**src/hw/rtl/pte_pkg.sv**
```systemverilog
package pte_pkg;

  // Event kinds carried on the result channel
  localparam logic [1:0] KIND_DOWN = 2'd0;
  localparam logic [1:0] KIND_MOVE = 2'd1;
  localparam logic [1:0] KIND_UP   = 2'd2;

  // Configuration register indexes
  localparam logic [2:0] CFG_SCREEN_WIDTH  = 3'd0;
  localparam logic [2:0] CFG_SCREEN_HEIGHT = 3'd1;
  localparam logic [2:0] CFG_SWAP_AXES     = 3'd2;
  localparam logic [2:0] CFG_INVERT_X      = 3'd3;
  localparam logic [2:0] CFG_INVERT_Y      = 3'd4;

  localparam logic [15:0] RESET_WIDTH  = 16'd800;
  localparam logic [15:0] RESET_HEIGHT = 16'd480;

  typedef struct packed {
    logic [15:0] screen_width;
    logic [15:0] screen_height;
    logic        swap_axes;
    logic        invert_x;
    logic        invert_y;
  } pte_cfg_t;

  typedef struct packed {
    logic [3:0]  touch_count;
    logic [2:0]  slot_index;
    logic [7:0]  point_id;
    logic [15:0] raw_x;
    logic [15:0] raw_y;
  } pte_point_t;

  typedef struct packed {
    logic        hit;
    logic [15:0] event_x;
    logic [15:0] event_y;
    logic [1:0]  event_kind;
  } pte_result_t;

endpackage

```
**src/hw/rtl/pte_if.sv**
```systemverilog
interface pte_touch_if;
  logic        valid;
  logic        ready;
  logic [3:0]  touch_count;
  logic [2:0]  slot_index;
  logic [7:0]  point_id;
  logic [15:0] raw_x;
  logic [15:0] raw_y;

  modport source (output valid, output touch_count, output slot_index, output point_id,
                  output raw_x, output raw_y, input ready);
  modport sink   (input valid, input touch_count, input slot_index, input point_id,
                  input raw_x, input raw_y, output ready);
endinterface

interface pte_event_if;
  logic        valid;
  logic        ready;
  logic [15:0] event_x;
  logic [15:0] event_y;
  logic [1:0]  event_kind;

  modport source (output valid, output event_x, output event_y, output event_kind,
                  input ready);
  modport sink   (input valid, input event_x, input event_y, input event_kind,
                  output ready);
endinterface

```
**src/hw/rtl/pte_map.sv**
```systemverilog
module pte_map
  import pte_pkg::*;
(
  input  pte_cfg_t    cfg,
  input  logic [15:0] raw_x,
  input  logic [15:0] raw_y,
  output logic [15:0] map_x,
  output logic [15:0] map_y
);

  logic [15:0] sw_x;
  logic [15:0] sw_y;
  logic [15:0] top_x;
  logic [15:0] top_y;
  logic [15:0] lim_x;
  logic [15:0] lim_y;

  assign sw_x  = cfg.swap_axes ? raw_y : raw_x;
  assign sw_y  = cfg.swap_axes ? raw_x : raw_y;

  // A dimension of zero wraps to the full 16-bit range here.
  assign top_x = cfg.screen_width - 16'd1;
  assign top_y = cfg.screen_height - 16'd1;

  assign lim_x = (sw_x < cfg.screen_width) ? sw_x : top_x;
  assign lim_y = (sw_y < cfg.screen_height) ? sw_y : top_y;

  assign map_x = cfg.invert_x ? (top_x - lim_x) : lim_x;
  assign map_y = cfg.invert_y ? (top_y - lim_y) : lim_y;

endmodule

```
**src/hw/rtl/pte_track.sv**
```systemverilog
module pte_track
  import pte_pkg::*;
#(
  parameter int MAX_POINTS = 5
) (
  input  logic        clk,
  input  logic        rst,
  input  logic        en,
  input  pte_point_t  item,
  input  logic [15:0] map_x,
  input  logic [15:0] map_y,
  output pte_result_t res,
  output logic        contact_down
);

  localparam logic [3:0] MaxCount = 4'(MAX_POINTS);

  logic        report_settled;
  logic [7:0]  tracked_id;
  logic [15:0] last_pos_x;
  logic [15:0] last_pos_y;

  logic        contact_down_next;
  logic        report_settled_next;
  logic [7:0]  tracked_id_next;
  logic [15:0] last_pos_x_next;
  logic [15:0] last_pos_y_next;
  logic        settled_eff;
  logic [3:0]  slot_ext;

  assign slot_ext = {1'b0, item.slot_index};

  always_comb begin
    contact_down_next   = contact_down;
    report_settled_next = report_settled;
    tracked_id_next     = tracked_id;
    last_pos_x_next     = last_pos_x;
    last_pos_y_next     = last_pos_y;
    settled_eff         = (item.slot_index == 3'd0) ? 1'b0 : report_settled;
    res                 = '{hit: 1'b0, event_x: last_pos_x, event_y: last_pos_y,
                            event_kind: KIND_UP};
    if (item.touch_count > MaxCount) begin
      // oversized report: dropped untouched
    end else if (item.touch_count == 4'd0) begin
      report_settled_next = 1'b1;
      if (contact_down) begin
        contact_down_next = 1'b0;
        res.hit           = 1'b1;
      end
    end else begin
      report_settled_next = settled_eff;
      if (slot_ext < item.touch_count && !settled_eff) begin
        if (!contact_down) begin
          if (item.slot_index == 3'd0) begin
            tracked_id_next     = item.point_id;
            last_pos_x_next     = map_x;
            last_pos_y_next     = map_y;
            contact_down_next   = 1'b1;
            report_settled_next = 1'b1;
            res = '{hit: 1'b1, event_x: map_x, event_y: map_y, event_kind: KIND_DOWN};
          end
        end else if (item.point_id == tracked_id) begin
          report_settled_next = 1'b1;
          if (map_x != last_pos_x || map_y != last_pos_y) begin
            last_pos_x_next = map_x;
            last_pos_y_next = map_y;
            res = '{hit: 1'b1, event_x: map_x, event_y: map_y, event_kind: KIND_MOVE};
          end
        end else if (slot_ext == item.touch_count - 4'd1) begin
          // last slot went by without the tracked contact: lift-off
          report_settled_next = 1'b1;
          contact_down_next   = 1'b0;
          res.hit             = 1'b1;
        end
      end
    end
  end

  always_ff @(posedge clk) begin
    if (rst) begin
      contact_down   <= 1'b0;
      report_settled <= 1'b0;
      tracked_id     <= 8'd0;
      last_pos_x     <= 16'd0;
      last_pos_y     <= 16'd0;
    end else if (en) begin
      contact_down   <= contact_down_next;
      report_settled <= report_settled_next;
      tracked_id     <= tracked_id_next;
      last_pos_x     <= last_pos_x_next;
      last_pos_y     <= last_pos_y_next;
    end
  end

endmodule

```
**src/hw/rtl/primary_touch_event_tracker.sv**
```systemverilog
// A point request is held in the input register, and its event, if it gives one, is
// then held in the event register, which drives the event channel.
// Throughput: one point request per cycle while events are taken; a waiting event
// holds the request behind it in the input register and stalls the touch channel.
// Reset (rst, synchronous, active high) drops all pending requests, releases the
// tracked contact and restores the screen to 800 by 480, no swap, no mirroring.
module primary_touch_event_tracker
  import pte_pkg::*;
#(
  parameter int MAX_POINTS = 5
) (
  input  logic               clk,
  input  logic               rst,
  input  logic               cfg_we,
  input  logic [2:0]         cfg_index,
  input  logic [15:0]        cfg_data,
  pte_touch_if.sink          touch_in,
  pte_event_if.source        event_out
);

  // Configuration registers. Writes must only arrive while the block is idle, so
  // no request in flight sees a change half way through; the block does not enforce it.
  pte_cfg_t cfg;

  always_ff @(posedge clk) begin
    if (rst) begin
      cfg.screen_width  <= RESET_WIDTH;
      cfg.screen_height <= RESET_HEIGHT;
      cfg.swap_axes     <= 1'b0;
      cfg.invert_x      <= 1'b0;
      cfg.invert_y      <= 1'b0;
    end else if (cfg_we) begin
      unique case (cfg_index)
        CFG_SCREEN_WIDTH:  cfg.screen_width  <= cfg_data;
        CFG_SCREEN_HEIGHT: cfg.screen_height <= cfg_data;
        CFG_SWAP_AXES:     cfg.swap_axes     <= cfg_data[0];
        CFG_INVERT_X:      cfg.invert_x      <= cfg_data[0];
        CFG_INVERT_Y:      cfg.invert_y      <= cfg_data[0];
        default: begin
        end
      endcase
    end
  end

  // Input register. The request held here is processed in the cycle it moves
  // on, which happens whenever the event register is free or being emptied.
  logic       s1_valid;
  pte_point_t s1_item;
  logic       s1_fire;
  logic       out_valid;
  logic       out_load;

  assign s1_fire        = s1_valid && (!out_valid || event_out.ready);
  assign touch_in.ready = !s1_valid || s1_fire;

  always_ff @(posedge clk) begin
    if (rst) begin
      s1_valid <= 1'b0;
    end else if (touch_in.ready) begin
      s1_valid <= touch_in.valid;
    end
  end

  always_ff @(posedge clk) begin
    if (touch_in.valid && touch_in.ready) begin
      s1_item <= '{touch_count: touch_in.touch_count, slot_index: touch_in.slot_index,
                   point_id: touch_in.point_id, raw_x: touch_in.raw_x,
                   raw_y: touch_in.raw_y};
    end
  end

  // Screen mapping and contact tracking, both within the one cycle. The
  // tracker updates its state as the request leaves the input register, so the
  // next request already sees the outcome of this one.
  logic [15:0] map_x;
  logic [15:0] map_y;
  pte_result_t res;
  logic        contact_down;

  pte_map u_map (
    .cfg   (cfg),
    .raw_x (s1_item.raw_x),
    .raw_y (s1_item.raw_y),
    .map_x (map_x),
    .map_y (map_y)
  );

  pte_track #(
    .MAX_POINTS (MAX_POINTS)
  ) u_track (
    .clk          (clk),
    .rst          (rst),
    .en           (s1_fire),
    .item         (s1_item),
    .map_x        (map_x),
    .map_y        (map_y),
    .res          (res),
    .contact_down (contact_down)
  );

  // Event register. Requests that give no event pass without touching it.
  logic [15:0] out_x;
  logic [15:0] out_y;
  logic [1:0]  out_kind;

  assign out_load = s1_fire && res.hit;

  always_ff @(posedge clk) begin
    if (rst) begin
      out_valid <= 1'b0;
    end else if (out_load) begin
      out_valid <= 1'b1;
    end else if (event_out.ready) begin
      out_valid <= 1'b0;
    end
  end

  always_ff @(posedge clk) begin
    if (out_load) begin
      out_x    <= res.event_x;
      out_y    <= res.event_y;
      out_kind <= res.event_kind;
    end
  end

  assign event_out.valid      = out_valid;
  assign event_out.event_x    = out_x;
  assign event_out.event_y    = out_y;
  assign event_out.event_kind = out_kind;

`ifndef SYNTHESIS
  // A waiting event is never overwritten by a new one.
  a_no_overwrite: assert property (@(posedge clk) disable iff (rst)
    out_valid && !event_out.ready |-> !out_load)
    else $error("event register overwritten while stalled");

  // A DOWN event leaves a contact tracked.
  a_down_tracks: assert property (@(posedge clk) disable iff (rst)
    out_load && res.event_kind == KIND_DOWN |=> contact_down)
    else $error("DOWN issued without a tracked contact");

  // An UP event releases the tracked contact.
  a_up_releases: assert property (@(posedge clk) disable iff (rst)
    out_load && res.event_kind == KIND_UP |=> !contact_down)
    else $error("UP issued but contact still tracked");

  // MOVE and UP are only issued for a contact that is down.
  a_needs_contact: assert property (@(posedge clk) disable iff (rst)
    out_load && (res.event_kind == KIND_MOVE || res.event_kind == KIND_UP)
      |-> contact_down)
    else $error("MOVE or UP issued with no contact down");
`endif

endmodule
```
**src/flat_wrapper.sv**
```systemverilog
// flat-port wrapper written by rule: the top's interface ports become plain ports
module primary_touch_event_tracker_flat import pte_pkg::*;
#(
  parameter int MAX_POINTS = 5
)
  (clk, rst, cfg_we, cfg_index, cfg_data, touch_in_valid, touch_in_touch_count, touch_in_slot_index, touch_in_point_id, touch_in_raw_x, touch_in_raw_y, touch_in_ready, event_out_valid, event_out_event_x, event_out_event_y, event_out_event_kind, event_out_ready);
  pte_touch_if touch_in_i ();
  pte_event_if event_out_i ();
  input  logic clk;
  input  logic rst;
  input  logic cfg_we;
  input  logic [2:0] cfg_index;
  input  logic [15:0] cfg_data;
  input wire logic [$bits(touch_in_i.valid)-1:0] touch_in_valid;
  input wire logic [$bits(touch_in_i.touch_count)-1:0] touch_in_touch_count;
  input wire logic [$bits(touch_in_i.slot_index)-1:0] touch_in_slot_index;
  input wire logic [$bits(touch_in_i.point_id)-1:0] touch_in_point_id;
  input wire logic [$bits(touch_in_i.raw_x)-1:0] touch_in_raw_x;
  input wire logic [$bits(touch_in_i.raw_y)-1:0] touch_in_raw_y;
  output wire logic [$bits(touch_in_i.ready)-1:0] touch_in_ready;
  output wire logic [$bits(event_out_i.valid)-1:0] event_out_valid;
  output wire logic [$bits(event_out_i.event_x)-1:0] event_out_event_x;
  output wire logic [$bits(event_out_i.event_y)-1:0] event_out_event_y;
  output wire logic [$bits(event_out_i.event_kind)-1:0] event_out_event_kind;
  input wire logic [$bits(event_out_i.ready)-1:0] event_out_ready;
  assign touch_in_i.valid = touch_in_valid;
  assign touch_in_i.touch_count = touch_in_touch_count;
  assign touch_in_i.slot_index = touch_in_slot_index;
  assign touch_in_i.point_id = touch_in_point_id;
  assign touch_in_i.raw_x = touch_in_raw_x;
  assign touch_in_i.raw_y = touch_in_raw_y;
  assign touch_in_ready = touch_in_i.ready;
  assign event_out_valid = event_out_i.valid;
  assign event_out_event_x = event_out_i.event_x;
  assign event_out_event_y = event_out_i.event_y;
  assign event_out_event_kind = event_out_i.event_kind;
  assign event_out_i.ready = event_out_ready;
  primary_touch_event_tracker #(.MAX_POINTS(MAX_POINTS)) u_core (.clk(clk), .rst(rst), .cfg_we(cfg_we), .cfg_index(cfg_index), .cfg_data(cfg_data), .touch_in(touch_in_i), .event_out(event_out_i));
endmodule
```
**config.mk**
```make
export PLATFORM = sky130hd
export DESIGN_NAME = primary_touch_event_tracker_flat
export DESIGN_NICKNAME = d
export VERILOG_FILES = /design/src/hw/rtl/pte_pkg.sv /design/src/hw/rtl/pte_if.sv /design/src/hw/rtl/pte_map.sv /design/src/hw/rtl/pte_track.sv /design/src/hw/rtl/primary_touch_event_tracker.sv /design/src/flat_wrapper.sv
export SDC_FILE = /design/constraint.sdc
export NUM_CORES = 1
export LEC_CHECK = 0
export BUFFER_PORTS_ARGS = -buffer_cell sky130_fd_sc_hd__buf_2
export CELL_PAD_IN_SITES_DETAIL_PLACEMENT = 1
export CELL_PAD_IN_SITES_GLOBAL_PLACEMENT = 1
export CORE_MARGIN = 8
export CORE_UTILIZATION = 30
export DETAILED_ROUTE_END_ITERATION = 6
export PLACE_DENSITY_LB_ADDON = 0.1
export SETUP_SLACK_MARGIN = 0.1
export SYNTH_ARGS = -nofsm -noshare
export SYNTH_HDL_FRONTEND = slang
export SYNTH_SLANG_ARGS = --single-unit
export TNS_END_PERCENT = 10
```
**constraint.sdc**
```tcl
create_clock -name clk -period 10.67 [get_ports clk]
set_clock_uncertainty 0.05 [all_clocks]
set_input_delay 2.134 -clock clk [delete_from_list [all_inputs] [get_ports clk]]
set_output_delay 2.134 -clock clk [all_outputs]
set_load 0.02 [all_outputs]
```
==> impl_metrics.ini <==
[synth]
avgSynthCellArea_um2 = 8.64
synth-adder-area-share_pct = 8.12
synth_area_um2 = 12400
synth_compound_area_share_pct = 23.7
synth_cell_types = 84
synth_xor_area_share_pct = 5.96
synthMuxAreaShare_pct = 4.29
synth_fp_nets = 1581
synth_top_family_by_area = compound AO/OA/AOI/OAI gates
syn_inst = 1431
synth_seq_cells = 160
yosysWarnings = 0
yosysSeqAreaShare_pct = 32.5
async_flop_share_pct = 0
synth_simple_gate_area_share_pct = 19.8
synth_flop_cell = edfxtp_1
synth_edf_count = 81

[timing]
fin_setup_tns_ps = 0
drv_slew = 0
rsz0062_at_grt = no
post-route-min-period_ps = 9030
slew_headroom_pct = 22.6
setup_viol = 0
finalCritPeriodShare_pct = 84.7
tightest_slew_ps = 1160
timing_hold_violations_final = 0
fmaxAchievable_mhz = 111

[critical_path]
crit_required_ps = 10770
startpoint_type = flop
worstPathMaxFanout = 23
critPathArrivalTime_ps = 9140
critPathCaptureType = flop
worst-setup-path-type = flop to flop

[detailed_routing]
vias = 11400
highest_layer = met4
viasPerCell = 5.61
dr.pass1.iters = 7
drc = 2
ant_nets = 0
routed_wl_um = 47500
wl_met1_um = 23300
wl_met2_um = 21700
wl_met3_um = 1790
routedWlPerCell_um = 23.4
dr.first_iter.drc_count = 772

[global_routing]
grt.overflow.total = 0
grt_pass1_vias = 11500
antenna_found_initial = 0
grt_pass1_wl_um = 72200
grt_usage_pct = 19.6
grt_max_degree = 60

[cts]
cts_setup_buffers = 0
cts_tree = done
cts-root-buf = clkbuf_16
clock_latency_ps = 470
htree_num_levels = 4
cts_hold_buf = 0
cts_buffer_depth = 2
ctsResizeCount = 0
cts.sinks = 160
clk_pin_slew_ps = 80
cts_buffers = 17

[floorplanning]
start_util_pct = 30.3
die_area_um2 = 47900
coreArea_um2 = 40700
ios = 107
die_h_um = 219
num_rows = 74
die_w_um = 219

[worst_hold_path]
hold_path_class = flop to flop

[power_and_ir_drop]
p_leak_nw = 5.06
power.density_nw_per_um2 = 136
vdd.ir_drop.worst_mv = 0.0918

[finish]
antenna_cells = 0
drive_gt1_share_pct = 14.9
fin_util_pct = 34.2
syn_to_final_growth_pct = 12.6
fillers = 4833
nNetsFinal = 1637

[status]
violations = design-rule violations
status = complete, but fails checks

[placement]
dp_hpwl_um = 36800
gp_congestion = 0.853
portBuffers = 106

[flow_run]
max_cap_viol_count = 0
-- power breakdown --
group / internal [mW] / leakage, nW / switching [mW]
combinational: 0.211 / 3.41 / 0.368
clock: 0.326 / 0.263 / 0.295
sequential: 0.668 / 1.39 / 0.0187
-- synth_stat cells, drive strengths merged, types with 14 or more instances --
cell    number  share of area, %
a21o        14              0.85
a21oi      105               4.3
a221oi      47               4.4
a222oi      19               1.5
a31oi       15              0.76
and2        34               1.7
buf         18              0.92
clkbuf      68               2.1
dfxtp       79                13
edfxtp      81                20
ha          77               7.8
inv         87               2.6
mux2        24               2.2
mux2i       26               2.1
nand2      135               4.1
nand3       80               3.3
nand4       25               1.3
nor2       105               3.2
nor3        34               1.4
o211ai      28               1.7
o21ai       51               2.2
o311ai      14              0.99
xnor2       55               4.0
xor2        18               1.3
-- sequential cells by signal, indices dropped and copies added, names as in the netlist --
signal,flops
u_core.event_out.event_x,16
u_core.event_out.valid,1
u_core.s1_item,47
u_core.u_track.contact_down,1
u_core.u_track.last_pos_x,16
u_core.u_track.last_pos_y,16
u_core.cfg,35
u_core.s1_valid,1
u_core.event_out.event_kind,2
u_core.u_track.report_settled,1
u_core.event_out.event_y,16
u_core.u_track.tracked_id,8
-- per-layer routing --
| layer | up-vias | global-route usage (%) |
|---|---|---|
| li1 | 5493 | - |
| met1 | 5652 | 27.5 |
| met2 | 222 | 31.2 |
| met3 | 33 | 3.26 |
| met4 | 0 | 4.76 |
| met5 | - | 0 |
-- final timing paths --
check | to | cells after the start | slack (ps) | start
hold reg to reg | u_core.u_track.tracked_id[6] | 2 | 420 | u_core.u_track.tracked_id[6]
setup reg to reg | u_core.event_out.event_y[4] | 22 | 1640 | u_core.cfg[2]
hold / removal | u_core.u_track.tracked_id[6] | 2 | 420 | u_core.u_track.tracked_id[6]
setup / recovery | u_core.event_out.event_y[4] | 22 | 1640 | u_core.cfg[2]
-- worst max-delay path, cell delays in order, from the launching register on --
cell and delay, ps:
dfxtp_1 780, buf_4 390, mux2i_1 450, inv_1 100
ha_1 330, a21oi_1 130, o21ai_0 130, o31ai_2 520
nand2_1 490, o21ai_0 520, inv_1 120, fa_1 450
nand3b_1 220, a21oi_1 330, a211o_1 210, a21oi_1 80
a2111o_1 280, a2111oi_0 400, o2111ai_1 220, or4_4 600
or2_1 600, nor2_1 1030, o311ai_0 280
-- final cells by class --
class                           instances  area, µm²  share of cell area [%]
Multi-Input combinational cell       1097       7690                    55.2
Sequential cell                       160       4010                    28.8
Tap cell                              532        666                    4.78
Timing Repair Buffer                  123        661                    4.75
Clock buffer                           19        433                    3.11
Inverter                               88        330                    2.37
Clock inverter                         13        129                   0.926
-- layout by cell type, fill, tap and decap left out, types with 15 or more instances in the layout --
cell	instances
a222oi_1	19
ha_1	77
o21ai_0	45
edfxtp_1	81
buf_2	105
dfxtp_1	79
o211ai_1	28
nand4_1	25
a221oi_2	21
a21oi_1	104
xnor2_1	54
nand2_1	135
inv_1	87
mux2_2	24
and2_1	33
xor2_1	18
mux2i_1	26
nor3_1	33
a221oi_1	26
a31oi_1	15
nand3_1	78
buf_4	18
nor2_1	100
clkbuf_16	17
-- per-stage QoR --
stage	hold slack, ps	cells	cell area [µm²]	worst slack [ps]	power [mW]
floorplan	396	1431	12400	2170	1.09
global placement	405	2000	13400	1930	1.27
finish	421	2032	13900	1640	1.89
global route	442	2032	13900	899	1.98
detailed placement	415	2000	13400	1750	1.27
CTS	425	2032	13900	1710	1.90
-- logic make-up (layout without fill, tap and decap cells) --
kind of cell / after synthesis / after routing
buffers and inverters: 174 / 243
AND/OR/NAND/NOR: 497 / 497
XOR/XNOR: 77 / 77
flip-flops: 160 / 160
multiplexers: 50 / 50
AO/OA/AOI/OAI: 394 / 394
adder cells (fa/ha/maj): 79 / 79
No activity file was read; power rests on OpenSTA's default activity.
